`src/design/kerm_pkg.sv`:
```
// ----------------------------------------------------------------------------
// kerm_pkg: shared types and constants for the key event remapper
// Key code and action encodings, the remap plan that one input event turns
// into, and the sizing of the queue between the front and back ends.
// ----------------------------------------------------------------------------
package kerm_pkg;

  // Width of a key code.
  localparam int KEY_BITS = 10;

  // Key actions.
  localparam logic [1:0] ACT_RELEASE    = 2'd0;
  localparam logic [1:0] ACT_PRESS      = 2'd1;
  localparam logic [1:0] ACT_REPEAT     = 2'd2;
  // Raw action code three, which is taken as autorepeat.
  localparam logic [1:0] ACT_REPEAT_ALT = 2'd3;

  // Key events of one plan, not counting the closing sync.
  localparam int PLAN_KEYS = 3;
  localparam int PLAN_CNT_BITS = $clog2(PLAN_KEYS + 1);

  // Queue between front and back end (a power of two).
  localparam int QUEUE_DEPTH = 2;
  localparam int QPTR_BITS = $clog2(QUEUE_DEPTH);

  // Key codes.
  localparam logic [KEY_BITS-1:0] K_3      = KEY_BITS'(4);
  localparam logic [KEY_BITS-1:0] K_TAB    = KEY_BITS'(15);
  localparam logic [KEY_BITS-1:0] K_W      = KEY_BITS'(17);
  localparam logic [KEY_BITS-1:0] K_U      = KEY_BITS'(22);
  localparam logic [KEY_BITS-1:0] K_I      = KEY_BITS'(23);
  localparam logic [KEY_BITS-1:0] K_LCTRL  = KEY_BITS'(29);
  localparam logic [KEY_BITS-1:0] K_A      = KEY_BITS'(30);
  localparam logic [KEY_BITS-1:0] K_S      = KEY_BITS'(31);
  localparam logic [KEY_BITS-1:0] K_D      = KEY_BITS'(32);
  localparam logic [KEY_BITS-1:0] K_F      = KEY_BITS'(33);
  localparam logic [KEY_BITS-1:0] K_H      = KEY_BITS'(35);
  localparam logic [KEY_BITS-1:0] K_J      = KEY_BITS'(36);
  localparam logic [KEY_BITS-1:0] K_K      = KEY_BITS'(37);
  localparam logic [KEY_BITS-1:0] K_L      = KEY_BITS'(38);
  localparam logic [KEY_BITS-1:0] K_LSHIFT = KEY_BITS'(42);
  localparam logic [KEY_BITS-1:0] K_Z      = KEY_BITS'(44);
  localparam logic [KEY_BITS-1:0] K_X      = KEY_BITS'(45);
  localparam logic [KEY_BITS-1:0] K_C      = KEY_BITS'(46);
  localparam logic [KEY_BITS-1:0] K_N      = KEY_BITS'(49);
  localparam logic [KEY_BITS-1:0] K_LALT   = KEY_BITS'(56);
  localparam logic [KEY_BITS-1:0] K_CAPS   = KEY_BITS'(58);
  localparam logic [KEY_BITS-1:0] K_HOME   = KEY_BITS'(102);
  localparam logic [KEY_BITS-1:0] K_UP     = KEY_BITS'(103);
  localparam logic [KEY_BITS-1:0] K_PGUP   = KEY_BITS'(104);
  localparam logic [KEY_BITS-1:0] K_LEFT   = KEY_BITS'(105);
  localparam logic [KEY_BITS-1:0] K_RIGHT  = KEY_BITS'(106);
  localparam logic [KEY_BITS-1:0] K_END    = KEY_BITS'(107);
  localparam logic [KEY_BITS-1:0] K_DOWN   = KEY_BITS'(108);
  localparam logic [KEY_BITS-1:0] K_PGDN   = KEY_BITS'(109);
  localparam logic [KEY_BITS-1:0] K_LMETA  = KEY_BITS'(125);

  // Key events that one input event expands into, in emission order.
  typedef struct packed {
    logic [PLAN_CNT_BITS-1:0]           cnt;
    logic [PLAN_KEYS-1:0][KEY_BITS-1:0] code;
    logic [PLAN_KEYS-1:0][1:0]          act;
  } plan_t;

endpackage

```
`src/design/key_event_remapper.sv`:
```
// ----------------------------------------------------------------------------
// key_event_remapper: keyboard key event remapper
// Remaps key events through capslock, meta and ctrl layers with modifier
// chords, and closes the results of every event with a sync result.
// ----------------------------------------------------------------------------
// Each accepted key event yields one to four results: up to three key events
// followed by a sync result with last set, delivered one per cycle from the
// output register while each waiting result is popped. A new event is taken
// in every cycle while the two-entry plan queue between the classifier and
// the emitter has room, so the sustained rate is set by the emitter, which
// sends one result for a swallowed key, two for a plain key and four for the
// press or release of a two-modifier chord. The first result of an event
// passes through the plan queue and then the output register.
module key_event_remapper (
  input  logic                          clk,
  input  logic                          rst_n,
  input  logic                          push,
  output logic                          full,
  input  logic [kerm_pkg::KEY_BITS-1:0] in_key_code,
  input  logic [1:0]                    in_key_action,
  output logic                          empty,
  input  logic                          pop,
  output logic [kerm_pkg::KEY_BITS-1:0] out_code,
  output logic [1:0]                    out_action,
  output logic                          out_is_sync,
  output logic                          out_last
);

  logic            accept;
  kerm_pkg::plan_t front_plan;
  logic            q_valid;
  logic            q_rd;
  kerm_pkg::plan_t q_head;

  // An input transaction completes when push meets a queue with room.
  assign accept = push && !full;

  kerm_front u_front (
    .clk        (clk),
    .rst_n      (rst_n),
    .accept     (accept),
    .key_code   (in_key_code),
    .key_action (in_key_action),
    .plan       (front_plan)
  );

  kerm_queue u_queue (
    .clk     (clk),
    .rst_n   (rst_n),
    .wr_en   (accept),
    .wr_plan (front_plan),
    .full    (full),
    .valid   (q_valid),
    .head    (q_head),
    .rd_en   (q_rd)
  );

  kerm_back u_back (
    .clk         (clk),
    .rst_n       (rst_n),
    .q_valid     (q_valid),
    .q_head      (q_head),
    .q_rd        (q_rd),
    .empty       (empty),
    .pop         (pop),
    .out_code    (out_code),
    .out_action  (out_action),
    .out_is_sync (out_is_sync),
    .out_last    (out_last)
  );

endmodule

```
`src/design/kerm_front.sv`:
```
// ----------------------------------------------------------------------------
// kerm_front: event classification and modifier tracking
// Accepts one key event per cycle while the queue has room, updates the
// held-modifier and capslock state, and plans up to three key events.
// ----------------------------------------------------------------------------
module kerm_front (
  input  logic                          clk,
  input  logic                          rst_n,
  input  logic                          accept,
  input  logic [kerm_pkg::KEY_BITS-1:0] key_code,
  input  logic [1:0]                    key_action,
  output kerm_pkg::plan_t               plan
);

  // Modifier and layer state.
  logic [1:0]                    alt_held_r, alt_held_nxt;
  logic [1:0]                    ctrl_held_r, ctrl_held_nxt;
  logic [1:0]                    meta_held_r, meta_held_nxt;
  logic                          caps_layer_r, caps_layer_nxt;
  logic                          caps_sticky_r, caps_sticky_nxt;
  logic [kerm_pkg::KEY_BITS-1:0] prior_key_r;

  logic [1:0] act;
  logic       plain_mods;

  // One key event sent on as it is.
  function automatic kerm_pkg::plan_t single(input logic [kerm_pkg::KEY_BITS-1:0] c,
                                             input logic [1:0] a);
    kerm_pkg::plan_t p;
    p = '0;
    p.cnt = kerm_pkg::PLAN_CNT_BITS'(1);
    p.code[0] = c;
    p.act[0] = a;
    return p;
  endfunction

  // A key with one or two modifiers: press leads with the modifiers, release
  // trails them in the same order, and a repeat carries only the key.
  function automatic kerm_pkg::plan_t chord(input logic [kerm_pkg::KEY_BITS-1:0] m1,
                                            input logic [kerm_pkg::KEY_BITS-1:0] m2,
                                            input logic two,
                                            input logic [kerm_pkg::KEY_BITS-1:0] c,
                                            input logic [1:0] a);
    kerm_pkg::plan_t p;
    p = '0;
    priority if (a == kerm_pkg::ACT_PRESS) begin
      p.code[0] = m1;
      p.act[0] = kerm_pkg::ACT_PRESS;
      p.act[1] = kerm_pkg::ACT_PRESS;
      p.act[2] = kerm_pkg::ACT_PRESS;
      if (two) begin
        p.code[1] = m2;
        p.code[2] = c;
        p.cnt = kerm_pkg::PLAN_CNT_BITS'(3);
      end else begin
        p.code[1] = c;
        p.cnt = kerm_pkg::PLAN_CNT_BITS'(2);
      end
    end else if (a == kerm_pkg::ACT_REPEAT) begin
      p.code[0] = c;
      p.act[0] = kerm_pkg::ACT_REPEAT;
      p.cnt = kerm_pkg::PLAN_CNT_BITS'(1);
    end else begin
      p.code[0] = c;
      p.code[1] = m1;
      p.code[2] = m2;
      p.act[0] = kerm_pkg::ACT_RELEASE;
      p.act[1] = kerm_pkg::ACT_RELEASE;
      p.act[2] = kerm_pkg::ACT_RELEASE;
      p.cnt = two ? kerm_pkg::PLAN_CNT_BITS'(3) : kerm_pkg::PLAN_CNT_BITS'(2);
    end
    return p;
  endfunction

  // Action code three behaves as autorepeat.
  assign act = (key_action == kerm_pkg::ACT_REPEAT_ALT) ? kerm_pkg::ACT_REPEAT : key_action;
  assign plain_mods = (ctrl_held_r == 2'd0) && (alt_held_r == 2'd0) &&
                      (meta_held_r == 2'd0);

  // Classification and next state.
  always_comb begin
    alt_held_nxt    = alt_held_r;
    ctrl_held_nxt   = ctrl_held_r;
    meta_held_nxt   = meta_held_r;
    caps_layer_nxt  = caps_layer_r;
    caps_sticky_nxt = caps_sticky_r;
    plan            = single(key_code, act);
    priority if (key_code == kerm_pkg::K_LALT) begin
      alt_held_nxt = act;
      plan = single(kerm_pkg::K_LCTRL, act);
    end else if (key_code == kerm_pkg::K_LCTRL) begin
      ctrl_held_nxt = act;
      plan = '0;
    end else if (key_code == kerm_pkg::K_CAPS) begin
      plan = '0;
      if (act == kerm_pkg::ACT_PRESS) begin
        caps_layer_nxt = 1'b1;
      end else if (act == kerm_pkg::ACT_RELEASE) begin
        // A tap flips the sticky layer; a release after another key drops it.
        if (prior_key_r == kerm_pkg::K_CAPS) begin
          caps_sticky_nxt = ~caps_sticky_r;
          caps_layer_nxt  = ~caps_sticky_r;
        end else begin
          caps_sticky_nxt = 1'b0;
          caps_layer_nxt  = 1'b0;
        end
      end
    end else if (key_code == kerm_pkg::K_LMETA) begin
      meta_held_nxt = act;
      plan = '0;
      if (prior_key_r == kerm_pkg::K_LMETA && act == kerm_pkg::ACT_RELEASE) begin
        plan.cnt = kerm_pkg::PLAN_CNT_BITS'(2);
        plan.code[0] = kerm_pkg::K_LMETA;
        plan.act[0] = kerm_pkg::ACT_PRESS;
        plan.code[1] = kerm_pkg::K_LMETA;
        plan.act[1] = kerm_pkg::ACT_RELEASE;
      end
    end else if (caps_layer_r && plain_mods) begin
      // Capslock navigation layer.
      unique case (key_code)
        kerm_pkg::K_I: plan = single(kerm_pkg::K_UP, act);
        kerm_pkg::K_J: plan = single(kerm_pkg::K_LEFT, act);
        kerm_pkg::K_K: plan = single(kerm_pkg::K_DOWN, act);
        kerm_pkg::K_L: plan = single(kerm_pkg::K_RIGHT, act);
        kerm_pkg::K_U: plan = single(kerm_pkg::K_PGUP, act);
        kerm_pkg::K_N: plan = single(kerm_pkg::K_PGDN, act);
        kerm_pkg::K_A: plan = single(kerm_pkg::K_HOME, act);
        kerm_pkg::K_D: plan = single(kerm_pkg::K_END, act);
        kerm_pkg::K_W: plan = chord(kerm_pkg::K_LCTRL, '0, 1'b0, kerm_pkg::K_HOME, act);
        kerm_pkg::K_S: plan = chord(kerm_pkg::K_LCTRL, '0, 1'b0, kerm_pkg::K_END, act);
        kerm_pkg::K_H: plan = chord(kerm_pkg::K_LCTRL, '0, 1'b0, kerm_pkg::K_LEFT, act);
        kerm_pkg::K_F: plan = chord(kerm_pkg::K_LCTRL, '0, 1'b0, kerm_pkg::K_RIGHT, act);
        kerm_pkg::K_3: plan = single(kerm_pkg::K_A, act);
        default:       plan = single(key_code, act);
      endcase
    end else if (ctrl_held_r != 2'd0 && meta_held_r != 2'd0 &&
                 key_code == kerm_pkg::K_L) begin
      plan = chord(kerm_pkg::K_LMETA, '0, 1'b0, kerm_pkg::K_L, act);
    end else if (meta_held_r != 2'd0) begin
      // Meta layer: tab switching and window keys.
      unique case (key_code)
        kerm_pkg::K_J, kerm_pkg::K_LEFT:
          plan = chord(kerm_pkg::K_LCTRL, kerm_pkg::K_LSHIFT, 1'b1, kerm_pkg::K_TAB, act);
        kerm_pkg::K_L, kerm_pkg::K_RIGHT:
          plan = chord(kerm_pkg::K_LCTRL, '0, 1'b0, kerm_pkg::K_TAB, act);
        kerm_pkg::K_I, kerm_pkg::K_UP:
          plan = chord(kerm_pkg::K_LMETA, '0, 1'b0, kerm_pkg::K_UP, act);
        kerm_pkg::K_K, kerm_pkg::K_DOWN:
          plan = chord(kerm_pkg::K_LMETA, '0, 1'b0, kerm_pkg::K_DOWN, act);
        kerm_pkg::K_F:
          plan = chord(kerm_pkg::K_LMETA, '0, 1'b0, kerm_pkg::K_F, act);
        default:
          plan = single(key_code, act);
      endcase
    end else if (ctrl_held_r != 2'd0) begin
      // Ctrl layer: editing chords.
      unique case (key_code)
        kerm_pkg::K_C:
          plan = chord(kerm_pkg::K_LCTRL, kerm_pkg::K_LSHIFT, 1'b1, kerm_pkg::K_C, act);
        kerm_pkg::K_L, kerm_pkg::K_D, kerm_pkg::K_X, kerm_pkg::K_K, kerm_pkg::K_U,
        kerm_pkg::K_Z:
          plan = chord(kerm_pkg::K_LCTRL, '0, 1'b0, key_code, act);
        default:
          plan = single(key_code, act);
      endcase
    end
  end

  // State registers, updated on each accepted transaction.
  always_ff @(posedge clk) begin
    if (!rst_n) begin
      alt_held_r    <= 2'd0;
      ctrl_held_r   <= 2'd0;
      meta_held_r   <= 2'd0;
      caps_layer_r  <= 1'b0;
      caps_sticky_r <= 1'b0;
      prior_key_r   <= '0;
    end else if (accept) begin
      alt_held_r    <= alt_held_nxt;
      ctrl_held_r   <= ctrl_held_nxt;
      meta_held_r   <= meta_held_nxt;
      caps_layer_r  <= caps_layer_nxt;
      caps_sticky_r <= caps_sticky_nxt;
      prior_key_r   <= key_code;
    end
  end

endmodule

```
`src/design/kerm_queue.sv`:
```
// ----------------------------------------------------------------------------
// kerm_queue: plan queue between front and back end
// A short register queue that lets the classifier run ahead of the emitter.
// ----------------------------------------------------------------------------
module kerm_queue (
  input  logic            clk,
  input  logic            rst_n,
  input  logic            wr_en,
  input  kerm_pkg::plan_t wr_plan,
  output logic            full,
  output logic            valid,
  output kerm_pkg::plan_t head,
  input  logic            rd_en
);

  kerm_pkg::plan_t                    slot_r [kerm_pkg::QUEUE_DEPTH];
  logic [kerm_pkg::QPTR_BITS-1:0]     wr_ptr_r;
  logic [kerm_pkg::QPTR_BITS-1:0]     rd_ptr_r;
  logic [kerm_pkg::QPTR_BITS:0]       cnt_r, cnt_nxt;

  assign full  = (cnt_r == (kerm_pkg::QPTR_BITS + 1)'(kerm_pkg::QUEUE_DEPTH));
  assign valid = (cnt_r != '0);
  assign head  = slot_r[rd_ptr_r];

  // Occupancy follows writes and reads.
  always_comb begin
    cnt_nxt = cnt_r;
    if (wr_en && !rd_en) begin
      cnt_nxt = cnt_r + 1'b1;
    end else if (rd_en && !wr_en) begin
      cnt_nxt = cnt_r - 1'b1;
    end
  end

  // Pointers and occupancy.
  always_ff @(posedge clk) begin
    if (!rst_n) begin
      wr_ptr_r <= '0;
      rd_ptr_r <= '0;
      cnt_r    <= '0;
    end else begin
      if (wr_en) begin
        wr_ptr_r <= wr_ptr_r + 1'b1;
      end
      if (rd_en) begin
        rd_ptr_r <= rd_ptr_r + 1'b1;
      end
      cnt_r <= cnt_nxt;
    end
  end

  // Slot storage.
  always_ff @(posedge clk) begin
    if (wr_en) begin
      slot_r[wr_ptr_r] <= wr_plan;
    end
  end

endmodule

```
`src/design/kerm_back.sv`:
```
// ----------------------------------------------------------------------------
// kerm_back: result emitter
// Walks the queue's head plan one key event per cycle while output is free,
// closes it with a sync result, and holds each result in an output register.
// ----------------------------------------------------------------------------
module kerm_back (
  input  logic                          clk,
  input  logic                          rst_n,
  input  logic                          q_valid,
  input  kerm_pkg::plan_t               q_head,
  output logic                          q_rd,
  output logic                          empty,
  input  logic                          pop,
  output logic [kerm_pkg::KEY_BITS-1:0] out_code,
  output logic [1:0]                    out_action,
  output logic                          out_is_sync,
  output logic                          out_last
);

  logic [kerm_pkg::PLAN_CNT_BITS-1:0] idx_r, idx_nxt;
  logic                               out_valid_r, out_valid_nxt;
  logic                               load;
  logic                               at_sync;
  logic [kerm_pkg::KEY_BITS-1:0]      sel_code;
  logic [1:0]                         sel_act;

  assign empty   = !out_valid_r;
  assign load    = q_valid && (!out_valid_r || pop);
  assign at_sync = (idx_r == q_head.cnt);
  assign q_rd    = load && at_sync;

  // Pick the current key event of the plan; the sync carries zeros.
  always_comb begin
    sel_code = '0;
    sel_act  = kerm_pkg::ACT_RELEASE;
    if (!at_sync) begin
      unique case (idx_r)
        kerm_pkg::PLAN_CNT_BITS'(0): begin
          sel_code = q_head.code[0];
          sel_act  = q_head.act[0];
        end
        kerm_pkg::PLAN_CNT_BITS'(1): begin
          sel_code = q_head.code[1];
          sel_act  = q_head.act[1];
        end
        default: begin
          sel_code = q_head.code[2];
          sel_act  = q_head.act[2];
        end
      endcase
    end
  end

  // Step through the plan and track the output register.
  always_comb begin
    idx_nxt       = idx_r;
    out_valid_nxt = out_valid_r;
    if (load) begin
      idx_nxt       = at_sync ? '0 : idx_r + 1'b1;
      out_valid_nxt = 1'b1;
    end else if (pop) begin
      out_valid_nxt = 1'b0;
    end
  end

  always_ff @(posedge clk) begin
    if (!rst_n) begin
      idx_r       <= '0;
      out_valid_r <= 1'b0;
    end else begin
      idx_r       <= idx_nxt;
      out_valid_r <= out_valid_nxt;
    end
  end

  // Result payload.
  always_ff @(posedge clk) begin
    if (load) begin
      out_code    <= sel_code;
      out_action  <= sel_act;
      out_is_sync <= at_sync;
      out_last    <= at_sync;
    end
  end

endmodule

```
`config.mk`:
```
export PLATFORM = sky130hd
export DESIGN_NAME = key_event_remapper
export DESIGN_NICKNAME = d
export VERILOG_FILES = /design/src/design/kerm_pkg.sv /design/src/design/key_event_remapper.sv /design/src/design/kerm_front.sv /design/src/design/kerm_queue.sv /design/src/design/kerm_back.sv
export SDC_FILE = /design/constraint.sdc
export NUM_CORES = 1
export LEC_CHECK = 0
export BUFFER_PORTS_ARGS = -buffer_cell sky130_fd_sc_hd__buf_2
export CORE_MARGIN = 3
export CORE_UTILIZATION = 35
export CTS_CLUSTER_SIZE = 40
export DETAILED_ROUTE_END_ITERATION = 12
export PLACE_DENSITY = 0.48
export SYNTH_ARGS = -nofsm -noshare
export SYNTH_HDL_FRONTEND = slang
export SYNTH_SLANG_ARGS = --single-unit
```
`constraint.sdc`:
```
create_clock -name clk -period 3 [get_ports clk]
set_clock_uncertainty 0.1 [all_clocks]
set_input_delay 0 -clock clk [delete_from_list [all_inputs] [get_ports clk]]
set_output_delay 0 -clock clk [all_outputs]
set_load 0.1 [all_outputs]
```
==> impl_metrics.json, run 1 <==
{
  "p_leak_nw": 2.260,
  "root_buffer": "clkbuf_16",
  "period_needed_ns": 2.832,
  "crit_fanout": 13,
  "min_path_type": "in -> reg",
  "viasPerCell": 5.590,
  "drt_wl_total_um": 17320,
  "ioPinCount": 32,
  "path_clk_slew_ns": 0.07,
  "cp-end-kind": "flop",
  "worstPathCellList": "dlygate4sd3_1, buf_2, or4b_1, nor3_2, nor2_1, a31o_2, a31oi_1, o21ai_1, a22oi_1, buf_4",
  "period_share_pct": 94.38,
  "power_mw": 4.916,
  "cts_tree": "built",
  "fp.dieW_um": 131.5,
  "fin_hold_ws_ns": 0.03171,
  "gp_congestion": 0.9391,
  "avgSynthCellArea_sq_um": 9.785,
  "post-route-drc-count": 0,
  "synth_top_area_cell": "edfxtp_1",
  "detail-route-antenna-nets": 0,
  "outcome": "completed",
  "hold_viol": 0,
  "slew-limit-headroom_pct": 52.88,
  "drive_gt1_share_pct": 20.83,
  "nets": 643,
  "drv_slew": 0,
  "hold_end": "u_front.caps_sticky_r$_SDFFE_PN0P_",
  "hold_depth": 3,
  "antenna_found_initial": 0,
  "reg2reg_slack_ns": 0.39,
  "timing.rr.start": "u_front.meta_held_r[0]$_SDFFE_PN0P_",
  "antenna_cells": 0,
  "clockBufferDepth": 2,
  "cts.htree.levels": 3,
  "clock_latency_ns": 0.35,
  "chipHeight_um": 131.5,
  "synth_cell_types": 79,
  "io_buffers": 31,
  "drt-pass1-iter-count": 5,
  "worstMarginPinSlew_ns": 0.7004,
  "rsz0062_at_grt": "false",
  "vdd.ir_drop.worst_v": 0.0005404,
  "cts_buffers": 9,
  "dpl_cell_area_sq_um": 6131,
  "fp-row-count": 45,
  "coreArea_sq_um": 15310,
  "synth_top_flop_cell": "edfxtp_1",
  "cp_slowest_cell": "or4b_1",
  "gr-usage-all-layers_pct": 20.19,
  "grt_pass1_vias": 4539,
  "async_reset_ff_share_pct": 0,
  "grt_pass1_wl_um": 27110,
  "yosys_warnings": 0,
  "drtIter0Drc": 434,
  "min-delay-start": "in_key_action[0]",
  "grt_max_degree": 31,
  "tns_ns": 0,
  "p_per_area_nw_per_um2": 752.5,
  "wl_per_cell_um": 20.62,
  "start_util_pct": 35.97,
  "die_area_sq_um": 17280,
  "synth_area_leaders": "edfxtp_1 39%, dfxtp_1 9.4%, nand2_1 4.2%, nor2_1 3.6%, a21oi_1 3.0%",
  "synth_edf_count": 71,
  "fin_area_sq_um": 6534,
  "yosysSeqAreaShare_pct": 48.15,
  "grt_overflow": 0,
  "maxCapViolCount": 0,
  "fmax_mhz": 353.2,
  "place_hpwl_um": 12960,
  "cp-start-kind": "primary input",
  "reg2reg_to": "u_queue.slot_r[1][18]$_DFFE_PP_",
  "cts.sinks": 97,
  "syn-instance-count": 563,
  "final-setup-viol-count": 0,
  "yosysTopAreaCellShare_pct": 38.70,
  "slowest_delay_ns": 0.69,
  "area_growth_syn_to_layout_pct": 18.60,
  "ys_seq_elements": 97,
  "reg2regPathDepth": 7,
  "syn_area_sq_um": 5509,
  "vias": 4696,
  "crit_arrival_ns": 2.95,
  "required_ns": 3.12,
  "critical_path_class": "in -> reg"
}
[synthesized netlist by cell type (all sizes together) (4+ instances only)]
| library cell | instances |
|---|---|
| dfxtp | 26 |
| xnor2 | 4 |
| o211ai | 6 |
| or4 | 4 |
| buf | 13 |
| a21oi | 34 |
| a2111oi | 4 |
| or2 | 5 |
| nand4 | 7 |
| nand3 | 7 |
| o21ai | 27 |
| nand2 | 61 |
| a22oi | 4 |
| o31ai | 4 |
| a21boi | 16 |
| nor2 | 53 |
| mux2i | 14 |
| mux2 | 10 |
| nor3 | 16 |
| nor4b | 4 |
| nand2b | 11 |
| a211oi | 9 |
| edfxtp | 71 |
| or4b | 4 |
| inv | 9 |
| or3 | 9 |
| nor4 | 11 |
| clkbuf | 30 |
| nor2b | 6 |
| o21a | 6 |
| o31a | 4 |
| a31oi | 8 |
| o22ai | 4 |
| and2 | 8 |
[critical path: cells and delay by family]
family                 cells  cell delay [ns]
AO/OA/AOI/OAI              4             0.95
buffers and inverters      3             0.88
AND/OR/NAND/NOR            3             1.12
[cells in the final DEF (no fill, tap or decap), types with 5 or more instances in the layout]
cell,synthesis,layout
edfxtp_1,71,71
nand2_1,61,61
nor2_1,53,52
buf_4,2,49
a21oi_1,33,33
buf_2,8,31
dfxtp_1,26,26
o21ai_0,21,21
a21boi_0,15,15
nor3_1,15,14
mux2i_1,14,14
nand2b_1,11,11
mux2_2,10,10
inv_1,9,9
or3_1,9,9
a211oi_1,9,9
clkbuf_16,0,9
a31oi_1,8,8
nor4_1,8,8
and2_1,8,8
dlygate4sd3_1,0,8
nand4_1,7,7
nor2b_1,6,6
nand3_1,6,6
o21a_1,6,6
o211ai_1,6,6
conb_1,1,6
or2_2,5,5
o21ai_1,5,5
[state kept, by name (all words and copies together), names as in the netlist, named ones only]
register,flops
u_front.caps_layer_r,1
u_back.idx_r,2
u_back.out_last,1
u_front.alt_held_r,2
u_queue.rd_ptr_r,1
u_back.out_valid_r,1
u_queue.wr_ptr_r,1
u_queue.cnt_r,2
u_back.out_action,2
u_front.ctrl_held_r,2
u_front.prior_key_r,10
u_front.caps_sticky_r,1
u_back.out_code,10
u_front.meta_held_r,2
u_queue.slot_r,58
[how the worst max path moves through the flow]
stage / to / depth (start not counted) / start / slack (ns)
6_report: u_queue.slot_r[1][8]$_DFFE_PP_ / 10 / in_key_code[9] / 0.17
5_1_grt: u_queue.slot_r[1][8]$_DFFE_PP_ / 11 / in_key_code[9] / 0.01
4_1_cts: u_queue.slot_r[1][6]$_DFFE_PP_ / 10 / in_key_code[9] / 0.02
3_5_place_dp: u_queue.slot_r[1][18]$_DFFE_PP_ / 8 / in_key_code[1] / 0.13
3_3_place_gp: u_queue.slot_r[1][6]$_DFFE_PP_ / 9 / in_key_code[1] / 0.06
2_1_floorplan: u_queue.cnt_r[1]$_SDFFE_PN0P_ / 7 / u_back.out_valid_r$_SDFFE_PN0P_ / 0.40
[layout make-up]
type                       count  area (sq um)
clock buffer                  10         229.0
clock inverter                 6         73.82
fill                        1552          8781
inverter                       9         33.78
multi-input combinational    419          2678
sequential                    97          2653
tap                          211         264.0
timing repair buffer          88         603.1
[metal layers]
layer  vias up  track usage, %  share of wire (%)
met1      2280           28.75                 47
met4         0           6.534                2.0
met3        27           2.986                4.2
met5         -               0                  0
met2       138           31.69                 47
li1       2251               -                  -
[stage by stage]
| step | instances | util (%) | setup slack, ns |
|---|---|---|---|
| after floorplan | 568 | - | 0.3952 |
| after global placement | 816 | 40.03 | 0.06071 |
| after detailed placement | 816 | 40.03 | 0.1340 |
| after CTS | 840 | 42.53 | 0.01506 |
| after global routing | 840 | 42.66 | 0.01127 |
| final | 840 | 42.66 | 0.1685 |
[power by group]
group | total (mW) | internal (mW) | switching (mW)
Combinational | 1.87 | 0.414 | 1.46
Sequential | 1.87 | 1.78 | 0.0867
Clock | 1.18 | 0.659 | 0.518
Total | 4.92 | 2.86 | 2.06
[repair_timing]
item,in CTS,in global routing
setup endpoints to repair,0,20
hold buffers,8,0
buffers inserted,0,0
resized for setup,0,5
hold endpoints to repair,14,0
[cell families (layout without fill, tap and decap cells)]
kind of cell               after synthesis  in the layout  synth area share, %
and+or+nand+nor                        224            224                21.96
adders and majority gates                3              3               0.6814
muxes                                   24             24                4.588
AOI/OAI and AO/OA                      156            156                19.60
DFF                                     97             97                48.15
xor gates and xnor gates                 6              6               0.9539
buffers and inverters                   52            113                3.997
other                                    1              6              0.06807
(Power assumes the default switching activity.)
==> run 2: changes to the inputs <==
--- a/config.mk
+++ b/config.mk
@@ -7,10 +7,10 @@
 export LEC_CHECK = 0
 export BUFFER_PORTS_ARGS = -buffer_cell sky130_fd_sc_hd__buf_2
 export CORE_MARGIN = 3
-export CORE_UTILIZATION = 35
+export CORE_UTILIZATION = 25
 export CTS_CLUSTER_SIZE = 40
 export DETAILED_ROUTE_END_ITERATION = 12
-export PLACE_DENSITY = 0.48
+export PLACE_DENSITY = 0.36
 export SYNTH_ARGS = -nofsm -noshare
 export SYNTH_HDL_FRONTEND = slang
 export SYNTH_SLANG_ARGS = --single-unit
==> impl_metrics.json, run 2 (synthesis results as in run 1) <==
{
  "slowest_delay_ns": 0.52,
  "cp-start-kind": "primary input",
  "crit_arrival_ns": 2.98,
  "root_buffer": "clkbuf_16",
  "drt-pass1-iter-count": 5,
  "rsz0062_at_grt": "false",
  "p_per_area_nw_per_um2": 738.6,
  "die_area_sq_um": 23850,
  "largestRegisters": "u_queue.slot_r (58), u_back.out_code (10), u_front.prior_key_r (10)",
  "cp-end-kind": "flop",
  "antenna_found_initial": 0,
  "regMostFlops": "u_queue.slot_r",
  "start_util_pct": 25.80,
  "grt_max_degree": 30,
  "crit_path_end": "u_queue.slot_r[1][6]$_DFFE_PP_",
  "largest_reg_flops": 58,
  "final_cell_mix": "71 x edfxtp_1, 64 x buf_4, 61 x nand2_1",
  "wl_per_cell_um": 20.83,
  "drtIter0Drc": 244,
  "postCtsSetupRepairBufs": 0,
  "critical_path_class": "in -> reg",
  "post-route-drc-count": 0,
  "viasPerCell": 5.222,
  "timing.rr.start": "u_front.meta_held_r[0]$_SDFFE_PN0P_",
  "cts_tree": "built",
  "cts_buffers": 9,
  "fin_cells": 919,
  "final-setup-viol-count": 0,
  "cts.sinks": 97,
  "vdd.ir_drop.worst_v": 0.0002987,
  "io_buffers": 31,
  "required_ns": 3.12,
  "hold_viol": 0,
  "drv_slew": 0,
  "vias": 4799,
  "grt_pass1_vias": 4790,
  "area_growth_syn_to_layout_pct": 22.30,
  "reg2reg_slack_ns": 0.39,
  "clockBufferDepth": 2,
  "tns_ns": 0,
  "nets": 658,
  "min_path_type": "in -> reg",
  "chipHeight_um": 154.4,
  "clock_latency_ns": 0.35,
  "drive_gt1_share_pct": 22.67,
  "crit_fanout": 12,
  "slew-limit-headroom_pct": 39.27,
  "reg2reg_to": "u_queue.slot_r[1][18]$_DFFE_PP_",
  "coreArea_sq_um": 21350,
  "final_common_cell": "edfxtp_1",
  "crit_start": "in_key_code[3]",
  "fp.dieW_um": 154.4,
  "worstMarginPinSlew_ns": 0.8880,
  "p_leak_nw": 2.346,
  "worstPathCellList": "dlygate4sd3_1, buf_2, buf_4, or3_1, a211o_1, nand3_2, nor2_1, o311ai_0, buf_4, a211oi_1, a2111oi_2, buf_4",
  "antenna_cells": 0,
  "place_hpwl_um": 14530,
  "path_clk_slew_ns": 0.07,
  "cp_top_family": "buffers and inverters",
  "grt_pass1_wl_um": 29570,
  "period_needed_ns": 2.852,
  "maxCapViolCount": 0,
  "period_share_pct": 95.08,
  "reg2regPathDepth": 7,
  "placed_cells": 895,
  "gp_congestion": 0.9128,
  "cp.depth": 12,
  "fp-row-count": 53,
  "grt_overflow": 0,
  "ioPinCount": 32,
  "crit_buf_inv": 5,
  "crit_path_frequent_cell": "buf_4",
  "outcome": "completed",
  "detail-route-antenna-nets": 0,
  "cp_slowest_cell": "dlygate4sd3_1",
  "cts.htree.levels": 3,
  "fmax_mhz": 350.6,
  "gr-usage-all-layers_pct": 16.21,
  "drt_wl_total_um": 19140
}
## run 2: worst register-to-register path, cell delays in order, from the launching register on
cell	delay [ns]
dfxtp_1	0.32
nor2_1	0.14
and4_1	0.29
nand4_1	0.12
or3_1	0.42
nand4bb_1	0.38
and2_1	0.29
a211oi_1	0.33
## run 2: cell type report
cell class                 instances  area (sq um)
clock buffer                       9         225.2
clock inverter                     7         93.84
fill                            2275         14620
inverter                           9         33.78
multi-input combinational        419          2673
sequential                        97          2653
tap                              275         344.1
timing repair buffer             103         715.7
## run 2: worst min-delay path by stage
stage / from / endpoint / slack (ns) / cells past startpoint
after global placement: pop / u_back.out_valid_r$_SDFFE_PN0P_ / 0.22 / 3
after floorplan: rst_n / u_front.alt_held_r[0]$_SDFFE_PN0P_ / 0.05 / 1
after CTS: in_key_action[0] / u_front.caps_sticky_r$_SDFFE_PN0P_ / 0.03 / 3
final: in_key_action[0] / u_front.caps_sticky_r$_SDFFE_PN0P_ / 0.05 / 3
after detailed placement: pop / u_back.out_valid_r$_SDFFE_PN0P_ / 0.24 / 3
after global routing: in_key_action[1] / u_front.meta_held_r[1]$_SDFFE_PN0P_ / 0.07 / 4
## run 2: routing by layer
layer	routed length (um)	up-vias	global-route usage, %	part of all wire, %
li1	-	2276	-	-
met1	8794	2351	21.62	46
met2	8884	130	25.89	46
met3	716	42	2.742	3.7
met4	746	0	7.107	3.9
met5	0	-	0	0
## run 2: power breakdown
| group | internal, mW | leakage [nW] | switching (mW) |
|---|---|---|---|
| clock | 0.672 | 0.153 | 0.554 |
| combinational | 0.417 | 1.31 | 1.47 |
| sequential | 1.78 | 0.886 | 0.0857 |
## run 2: repair_timing
action / 4_1_cts / 5_1_grt
hold endpoints to repair: 14 / 0
hold buffers: 8 / 0
gates resized for setup: 0 / 4
setup endpoints to repair: 0 / 14
## run 2: stage by stage
step	util, %	power, mW	area [sq um]	hold WS (ns)	setup WS [ns]
after global placement	29.61	3.784	6324	0.2219	-0.1260
after detailed placement	29.61	3.791	6324	0.2385	-0.03258
after CTS	31.48	5.053	6723	0.02843	0.01713
after global routing	31.55	5.232	6738	0.06576	0.005643
after floorplan	-	3.361	5528	0.05381	0.3952
final	31.55	4.977	6738	0.05183	0.1475
